## src/design/sss_pkg.sv

```systemverilog
// ----------------------------------------------------------------------------
// sss_pkg
// Shared types, constants and the hex segment encoder for the seven-segment
// scan shifter.
// ----------------------------------------------------------------------------
`default_nettype none

package sss_pkg;

  localparam int unsigned DIGITS      = 6;
  localparam int unsigned POS_W       = 3;
  localparam int unsigned DIGIT_W     = 4;
  localparam int unsigned SHIFT_BITS  = 16;
  localparam int unsigned BIT_W       = 5;
  localparam int unsigned DIV_W       = 8;
  localparam int unsigned DWELL_W     = 16;
  localparam int unsigned APB_AW      = 3;
  localparam int unsigned APB_DW      = 32;

  localparam logic [DIV_W-1:0]   TICK_DIVIDE_RST = 8'd14;
  localparam logic [DWELL_W-1:0] DWELL_TICKS_RST = 16'd450;

  localparam logic [POS_W-1:0] LAST_POS = POS_W'(DIGITS - 1);

  typedef enum logic [1:0] {
    KIND_SCAN  = 2'd0,
    KIND_COUNT = 2'd1,
    KIND_WRITE = 2'd2,
    KIND_NONE  = 2'd3
  } kind_e;

  typedef enum logic {
    REG_TICK_DIVIDE = 1'b0,
    REG_DWELL_TICKS = 1'b1
  } reg_idx_e;

  typedef struct packed {
    logic             data;
    logic             pulse;
    logic             done;
    logic [POS_W-1:0] position;
  } scan_res_t;

  function automatic logic [7:0] seg_encode(input logic [DIGIT_W-1:0] value);
    logic [7:0] seg;
    case (value)
      4'h0:    seg = 8'h3f;
      4'h1:    seg = 8'h06;
      4'h2:    seg = 8'h5b;
      4'h3:    seg = 8'h4f;
      4'h4:    seg = 8'h66;
      4'h5:    seg = 8'h6d;
      4'h6:    seg = 8'h7d;
      4'h7:    seg = 8'h07;
      4'h8:    seg = 8'h7f;
      4'h9:    seg = 8'h6f;
      4'ha:    seg = 8'h77;
      4'hb:    seg = 8'h7c;
      4'hc:    seg = 8'h39;
      4'hd:    seg = 8'h5e;
      4'he:    seg = 8'h79;
      4'hf:    seg = 8'h71;
      default: seg = 8'h00;
    endcase
    return seg;
  endfunction

endpackage

`default_nettype wire

```

## src/design/sss_scan.sv

```systemverilog
// ----------------------------------------------------------------------------
// sss_scan
// Scan sequencer: position, bit and dwell counters, and the serial bit of the
// select byte and segment byte for the current position.
// ----------------------------------------------------------------------------
`default_nettype none

module sss_scan import sss_pkg::*; (
  input  wire logic               clk_i,
  input  wire logic               rst_ni,
  input  wire logic               step_i,
  input  wire logic [DIGIT_W-1:0] digit_i,
  input  wire logic [DWELL_W-1:0] dwell_ticks_i,
  output logic      [POS_W-1:0]   pos_o,
  output scan_res_t               res_o
);

  logic [POS_W-1:0]   pos_q, pos_d;
  logic [BIT_W-1:0]   bit_q, bit_d;
  logic [DWELL_W-1:0] dwell_q, dwell_d, dwell_dec;
  logic [SHIFT_BITS-1:0] word;
  logic [7:0]         sel_byte;
  logic [POS_W-1:0]   pos_next;
  logic               shifting;

  assign sel_byte  = ~(8'd1 << pos_q);
  assign word      = {sel_byte, seg_encode(digit_i)};
  assign shifting  = (bit_q < BIT_W'(SHIFT_BITS));
  assign pos_next  = (pos_q == LAST_POS) ? '0 : pos_q + POS_W'(1);
  assign dwell_dec = dwell_q - DWELL_W'(dwell_q != '0);

  always_comb begin
    pos_d   = pos_q;
    bit_d   = bit_q;
    dwell_d = dwell_q;
    res_o.data  = 1'b0;
    res_o.pulse = 1'b0;
    res_o.done  = 1'b0;
    if (step_i) begin
      if (shifting) begin
        res_o.data  = word[4'(SHIFT_BITS - 1) - bit_q[3:0]];
        res_o.pulse = 1'b1;
        bit_d       = bit_q + BIT_W'(1);
        if (bit_q == BIT_W'(SHIFT_BITS - 1)) begin
          res_o.done = 1'b1;
          dwell_d    = dwell_ticks_i;
          if (dwell_ticks_i == '0) begin
            pos_d = pos_next;
            bit_d = '0;
          end
        end
      end else begin
        dwell_d = dwell_dec;
        if (dwell_dec == '0) begin
          pos_d = pos_next;
          bit_d = '0;
        end
      end
    end
    res_o.position = pos_d;
  end

  assign pos_o = pos_q;

  always_ff @(posedge clk_i or negedge rst_ni) begin
    if (!rst_ni) begin
      pos_q   <= '0;
      bit_q   <= '0;
      dwell_q <= '0;
    end else begin
      pos_q   <= pos_d;
      bit_q   <= bit_d;
      dwell_q <= dwell_d;
    end
  end

endmodule

`default_nettype wire

```

## src/design/seven_segment_scan_shifter_top.sv

```systemverilog
// ----------------------------------------------------------------------------
// seven_segment_scan_shifter_top
// Six-digit multiplexed hex display driver feeding an external serial-in
// shift register, with a digit store and a tick divider on digit zero.
// ----------------------------------------------------------------------------
// usage:
//   input channel (in_valid_i/in_ready_o) carries one command per transfer:
//   scan tick, count tick or digit write. each accepted command yields
//   exactly one result transfer on the output channel (out_valid_o/
//   out_ready_i) with the shift line level, strobe, scan position, frame
//   done flag and digit zero.
//   the result sits in an output register the cycle after the command is
//   taken. throughput is one command per cycle while the receiver drains
//   results; the state update is a single pass of short logic per command.
//   in_ready_o is high while the output register is empty or being drained,
//   so a stalled receiver holds the result and stops intake after one item.
//   reset clears the digit store, divider, scan counters and the output
//   valid; tick_divide returns to 14 and dwell_ticks to 450.
//   registers sit on the apb port at 0x0 (tick_divide) and 0x4 (dwell_ticks).
// ----------------------------------------------------------------------------
`default_nettype none

module seven_segment_scan_shifter_top import sss_pkg::*; (
  input  wire logic               clk_i,
  input  wire logic               rst_ni,
  input  wire logic               psel,
  input  wire logic               penable,
  input  wire logic               pwrite,
  input  wire logic [APB_AW-1:0]  paddr,
  input  wire logic [APB_DW-1:0]  pwdata,
  output logic      [APB_DW-1:0]  prdata,
  output logic                    pready,
  input  wire logic               in_valid_i,
  output logic                    in_ready_o,
  input  wire logic [1:0]         kind_i,
  input  wire logic [POS_W-1:0]   digit_sel_i,
  input  wire logic [DIGIT_W-1:0] digit_value_i,
  output logic                    out_valid_o,
  input  wire logic               out_ready_i,
  output logic                    serial_data_o,
  output logic                    shift_pulse_o,
  output logic      [POS_W-1:0]   scan_position_o,
  output logic                    frame_done_o,
  output logic      [DIGIT_W-1:0] counting_digit_o
);

  logic [DIV_W-1:0]   tick_divide_q;
  logic [DWELL_W-1:0] dwell_ticks_q;
  logic               cfg_wr;
  reg_idx_e           cfg_idx;

  logic [DIGIT_W-1:0] store_q [DIGITS];
  logic [DIGIT_W-1:0] store_d [DIGITS];
  logic [DIV_W-1:0]   div_q, div_d;
  logic [DIV_W:0]     div_inc;

  logic               accept;
  kind_e              kind;
  logic [POS_W-1:0]   scan_pos;
  scan_res_t          scan_res;
  logic [DIGIT_W-1:0] shown_digit;

  logic               out_valid_q;
  scan_res_t          res_q;
  logic [DIGIT_W-1:0] digit0_q;

  // configuration port
  assign pready  = 1'b1;
  assign cfg_idx = reg_idx_e'(paddr[2]);
  assign cfg_wr  = psel && penable && pwrite && pready;

  always_comb begin
    case (cfg_idx)
      REG_TICK_DIVIDE: prdata = APB_DW'(tick_divide_q);
      REG_DWELL_TICKS: prdata = APB_DW'(dwell_ticks_q);
      default:         prdata = '0;
    endcase
  end

  always_ff @(posedge clk_i or negedge rst_ni) begin
    if (!rst_ni) begin
      tick_divide_q <= TICK_DIVIDE_RST;
      dwell_ticks_q <= DWELL_TICKS_RST;
    end else if (cfg_wr) begin
      case (cfg_idx)
        REG_TICK_DIVIDE: tick_divide_q <= pwdata[DIV_W-1:0];
        REG_DWELL_TICKS: dwell_ticks_q <= pwdata[DWELL_W-1:0];
        default: ;
      endcase
    end
  end

  // command handling
  assign in_ready_o = !out_valid_q || out_ready_i;
  assign accept     = in_valid_i && in_ready_o;
  assign kind       = kind_e'(kind_i);

  assign shown_digit = store_q[LAST_POS - scan_pos];

  sss_scan u_scan (
    .clk_i         (clk_i),
    .rst_ni        (rst_ni),
    .step_i        (accept && (kind == KIND_SCAN)),
    .digit_i       (shown_digit),
    .dwell_ticks_i (dwell_ticks_q),
    .pos_o         (scan_pos),
    .res_o         (scan_res)
  );

  assign div_inc = {1'b0, div_q} + (DIV_W+1)'(1);

  always_comb begin
    store_d = store_q;
    div_d   = div_q;
    if (accept) begin
      case (kind)
        KIND_COUNT: begin
          if (div_inc >= {1'b0, tick_divide_q}) begin
            div_d      = '0;
            store_d[0] = store_q[0] + DIGIT_W'(1);
          end else begin
            div_d = div_inc[DIV_W-1:0];
          end
        end
        KIND_WRITE: begin
          if (digit_sel_i <= LAST_POS) begin
            store_d[digit_sel_i] = digit_value_i;
          end
        end
        default: ;
      endcase
    end
  end

  always_ff @(posedge clk_i or negedge rst_ni) begin
    if (!rst_ni) begin
      store_q <= '{default: '0};
      div_q   <= '0;
    end else begin
      store_q <= store_d;
      div_q   <= div_d;
    end
  end

  // result register
  always_ff @(posedge clk_i or negedge rst_ni) begin
    if (!rst_ni) begin
      out_valid_q <= 1'b0;
    end else if (in_ready_o) begin
      out_valid_q <= in_valid_i;
    end
  end

  always_ff @(posedge clk_i) begin
    if (accept) begin
      res_q    <= scan_res;
      digit0_q <= store_d[0];
    end
  end

  assign out_valid_o      = out_valid_q;
  assign serial_data_o    = res_q.data;
  assign shift_pulse_o    = res_q.pulse;
  assign frame_done_o     = res_q.done;
  assign scan_position_o  = res_q.position;
  assign counting_digit_o = digit0_q;

`ifndef SYNTH
  a_done_is_shift: assert property (@(posedge clk_i) disable iff (!rst_ni)
    out_valid_o && frame_done_o |-> shift_pulse_o)
    else $error("frame done without a shift strobe");

  a_pos_range: assert property (@(posedge clk_i) disable iff (!rst_ni)
    out_valid_o |-> scan_position_o <= LAST_POS)
    else $error("scan position out of range");

  a_accept_result: assert property (@(posedge clk_i) disable iff (!rst_ni)
    accept |=> out_valid_o)
    else $error("accepted command produced no result");

  a_count_only_on_tick: assert property (@(posedge clk_i) disable iff (!rst_ni)
    accept && kind == KIND_SCAN |=> $stable(div_q))
    else $error("divider moved on a scan tick");
`endif

endmodule

`default_nettype wire

```

## config.mk

```make
export PLATFORM = sky130hd
export DESIGN_NAME = seven_segment_scan_shifter_top
export DESIGN_NICKNAME = d
export VERILOG_FILES = /design/src/design/sss_pkg.sv /design/src/design/sss_scan.sv /design/src/design/seven_segment_scan_shifter_top.sv
export SDC_FILE = /design/constraint.sdc
export NUM_CORES = 1
export LEC_CHECK = 0
export BUFFER_PORTS_ARGS = -buffer_cell sky130_fd_sc_hd__buf_2
export CORE_MARGIN = 2
export CORE_UTILIZATION = 54
export CTS_CLUSTER_DIAMETER = 50
export DETAILED_ROUTE_END_ITERATION = 8
export GPL_TIMING_DRIVEN = 1
export PLACE_DENSITY = 0.77
export SLEW_MARGIN = 20
export SYNTH_ARGS = -nofsm -noshare
export SYNTH_HDL_FRONTEND = slang
export SYNTH_SLANG_ARGS = --single-unit
export TNS_END_PERCENT = 1
```

## constraint.sdc

```tcl
create_clock -name clk_i -period 9.25 [get_ports clk_i]
set_input_delay 0.4625 -clock clk_i [delete_from_list [all_inputs] [get_ports clk_i]]
set_output_delay 0.4625 -clock clk_i [all_outputs]
set_load 0.01 [all_outputs]
```

==> results.yml <==
placed_design:
  dpl_cell_area_um2: 6100
  dp.cells: 759
  place_ws_ps: 5440
  dpl.hpwl_um: 9200
  port_buffers: 60
  routabilityCongestion: 0.902
global_route:
  grt_usage: 0.231
  grt_max_degree: 82
  first_global_vias: 4384
  grt_pass1_wl_um: 21400
  antenna_found_initial: 0
  grt-ovfl-total: 0
power_and_ir_drop:
  ir_drop_mv: 0.118
  p_per_area_nw_per_um2: 206
  power_leakage_nw: 2.78
sta:
  hold_viol: 0
  tightest_slew_ps: 948
  max_freq_mhz: 255
  rsz0062_at_grt: "no"
  fin_crit_ps: 3930
  finClkSkew_ps: 8.39
  fin_tns_setup_ps: 0
  fin_crit_sh: 0.425
  finalMaxSlewViolations: 0
  setup_viol: 0
  layout_setup_ws_ps: 5320
  maxSlewHeadroom: 0.366
die:
  initial_utilization: 0.559
  die_x_um: 108
  die-area_um2: 11600
  core.rowCount: 37
  pin_count: 96
  core-area_um2: 10400
  die_h_um: 108
synthesis:
  syn_area_per_cell_um2: 9.82
  synth_ff_type: "dfrtp_1"
  synth_seq_cells: 91
  synth_area_um2: 5820
  seq_area_frac_synth: 0.401
  async_reset_ff_frac: 0.890
  yosysUniqueCellTypes: 69
  synth_edf_count: 10
  synthCells: 593
  yosys_warnings: 0
outcome:
  status: "finished, final reports clean"
setup_path:
  slowest_delay_ps: 540
  rr_startpoint: "u_scan.dwell_q[6]"
  worstRegToRegCells: 13
  worstSetupStartpoint: "u_scan.dwell_q[6]"
  cp_max_fo: 12
  crit_chain: "nor3_1 -> nand4b_1 -> nor2_1 -> nand3_1 -> ha_1 -> ha_1 -> nor3b_1 -> xnor2_1 -> nand3_1 -> nor4_4 -> o2111ai_4 -> o21ai_4 -> mux2_4"
  crit_cells: 13
  crit_family: "simple AND/OR/NAND/NOR gates"
  critPathRequiredTime_ps: 9370
  crit_buf_inv: 0
  cpMaxStageDelayCell: "dfrtp_1"
  critPathKind: "reg2reg"
  worst-r2r-setup-slack_ps: 5320
  end_kind: "register"
  r2r_end: "scan_position_o[2]"
  worstPathArrival_ps: 4050
  worstSetupStartpointType: "register"
  cp-endpoint: "scan_position_o[2]"
clocking:
  clock_path_buffers: 2
  clkTransAtPathRegs_ps: 90
  clk_latency_ps: 370
  post_cts_buffers: 0
  cts_buffers: 9
  clock-sinks: 91
  cts_tree: "yes"
  cts-root-buf: "clkbuf_8"
  postCtsResizedCells: 0
  ctsHoldBuffers: 0
  htree_levels: 3
finish:
  drive_above_1_share: 0.244
  syn_to_final_growth_pct: 8.25
  instances_no_fill: 775
  design_area_um2: 6300
  seqCellArea_um2: 2340
  nFillCells: 893
  antenna_cells: 0
  multi_input_area_um2: 3190
  nNetsFinal: 715
detailed_routing:
  drc_errors: 0
  vias_per_cell: 5.98
  drtAntennaViolNets: 0
  drt-initial-drc-count: 377
  wire_per_inst_um: 16.4
  vias: 4636
  wl_um: 12700
  first_pass_iters: 5
min_path:
  hold_class: "in2async"
job:
  cap_violations: 0
[synthesized netlist by cell type (7+ instances only)]
cell | number | area (um^2)
o22ai_1 | 12 | 75.1
clkbuf_1 | 22 | 82.6
nand2_1 | 55 | 206
nor3_1 | 18 | 90.1
edfxtp_1 | 10 | 300
mux2i_1 | 11 | 110
o21ai_0 | 36 | 180
o22a_1 | 9 | 78.8
ha_1 | 30 | 375
inv_1 | 25 | 93.8
and2_1 | 10 | 62.6
and3_1 | 7 | 43.8
dfstp_2 | 7 | 184
dfrtp_1 | 74 | 1850
buf_4 | 17 | 128
nand3_1 | 22 | 110
a31oi_1 | 7 | 43.8
a21oi_1 | 32 | 160
xnor2_1 | 11 | 96.3
nor2_1 | 27 | 101
mux2_2 | 52 | 586
[stage by stage]
step                      power (W)   util  hold slack, ps
after floorplan            0.000913      -             167
after global placement      0.00100  0.586             486
after detailed placement    0.00102  0.586             494
after CTS                   0.00130  0.605             308
after global routing        0.00139  0.605             166
final                       0.00130  0.605            99.9
[final cells by class]
type	instances	share of cell area
clock buffer	13	0.0236
clock inverter	3	0.00754
tap	136	0.0270
inverter	26	0.0155
multi-input combinational	445	0.506
timing repair buffer	61	0.0498
sequential	91	0.371
[how the worst min path moves through the flow]
stage	start	to	slack, ps	cells after the start
2_1_floorplan	rst_ni	asynchronous set/reset pin	170	0
3_3_place_gp	register	register	490	1
3_5_place_dp	tick_divide_q[7]	tick_divide_q[7]	490	1
4_1_cts	rst_ni	dwell_ticks_q[13]	310	1
5_1_grt	rst_ni	dwell_ticks_q[14]	170	1
6_report	rst_ni	dwell_ticks_q[15]	100	1
[logic make-up after synthesis]
kind of cell | share of synthesized area
buffers and inverters | 0.0610
adders and majority gates | 0.0645
xor gates and xnor gates | 0.0211
AOI/OAI and AO/OA | 0.161
muxes | 0.130
other | 0.00129
and+or+nand+nor | 0.160
DFF | 0.401
[layer usage]
layer  global-route usage  share of wire  vias to the layer above  routed length (um)
li1                     -              -                     2202                   -
met1                0.315           0.45                     2289                5680
met2                0.377           0.49                      133                6200
met3               0.0436          0.053                       12                 676
met4               0.0632          0.011                        0                 141
met5                    0              0                        -                   0
[where the power goes]
group | internal (W) | leakage (nW) | switching [W]
Combinational | 0.000198 | 1.60 | 0.000233
Sequential | 0.000484 | 1.08 | 0.000107
Clock | 0.000134 | 0.0982 | 0.000140
[cell usage in the layout, fill, tap and decap left out, drive strengths merged, types with 6 or more instances in the layout]
| master | count |
|---|---|
| a21oi | 33 |
| a22oi | 6 |
| a31oi | 7 |
| and2 | 11 |
| and3 | 7 |
| buf | 61 |
| clkbuf | 13 |
| conb | 17 |
| dfrtp | 74 |
| dfstp | 7 |
| edfxtp | 10 |
| ha | 30 |
| inv | 27 |
| mux2 | 53 |
| mux2i | 11 |
| nand2 | 57 |
| nand2b | 6 |
| nand3 | 22 |
| nor2 | 27 |
| nor3 | 18 |
| nor4 | 8 |
| o21ai | 37 |
| o22a | 10 |
| o22ai | 12 |
| xnor2 | 11 |
Note: power is estimated with default switching activity, not from simulation.
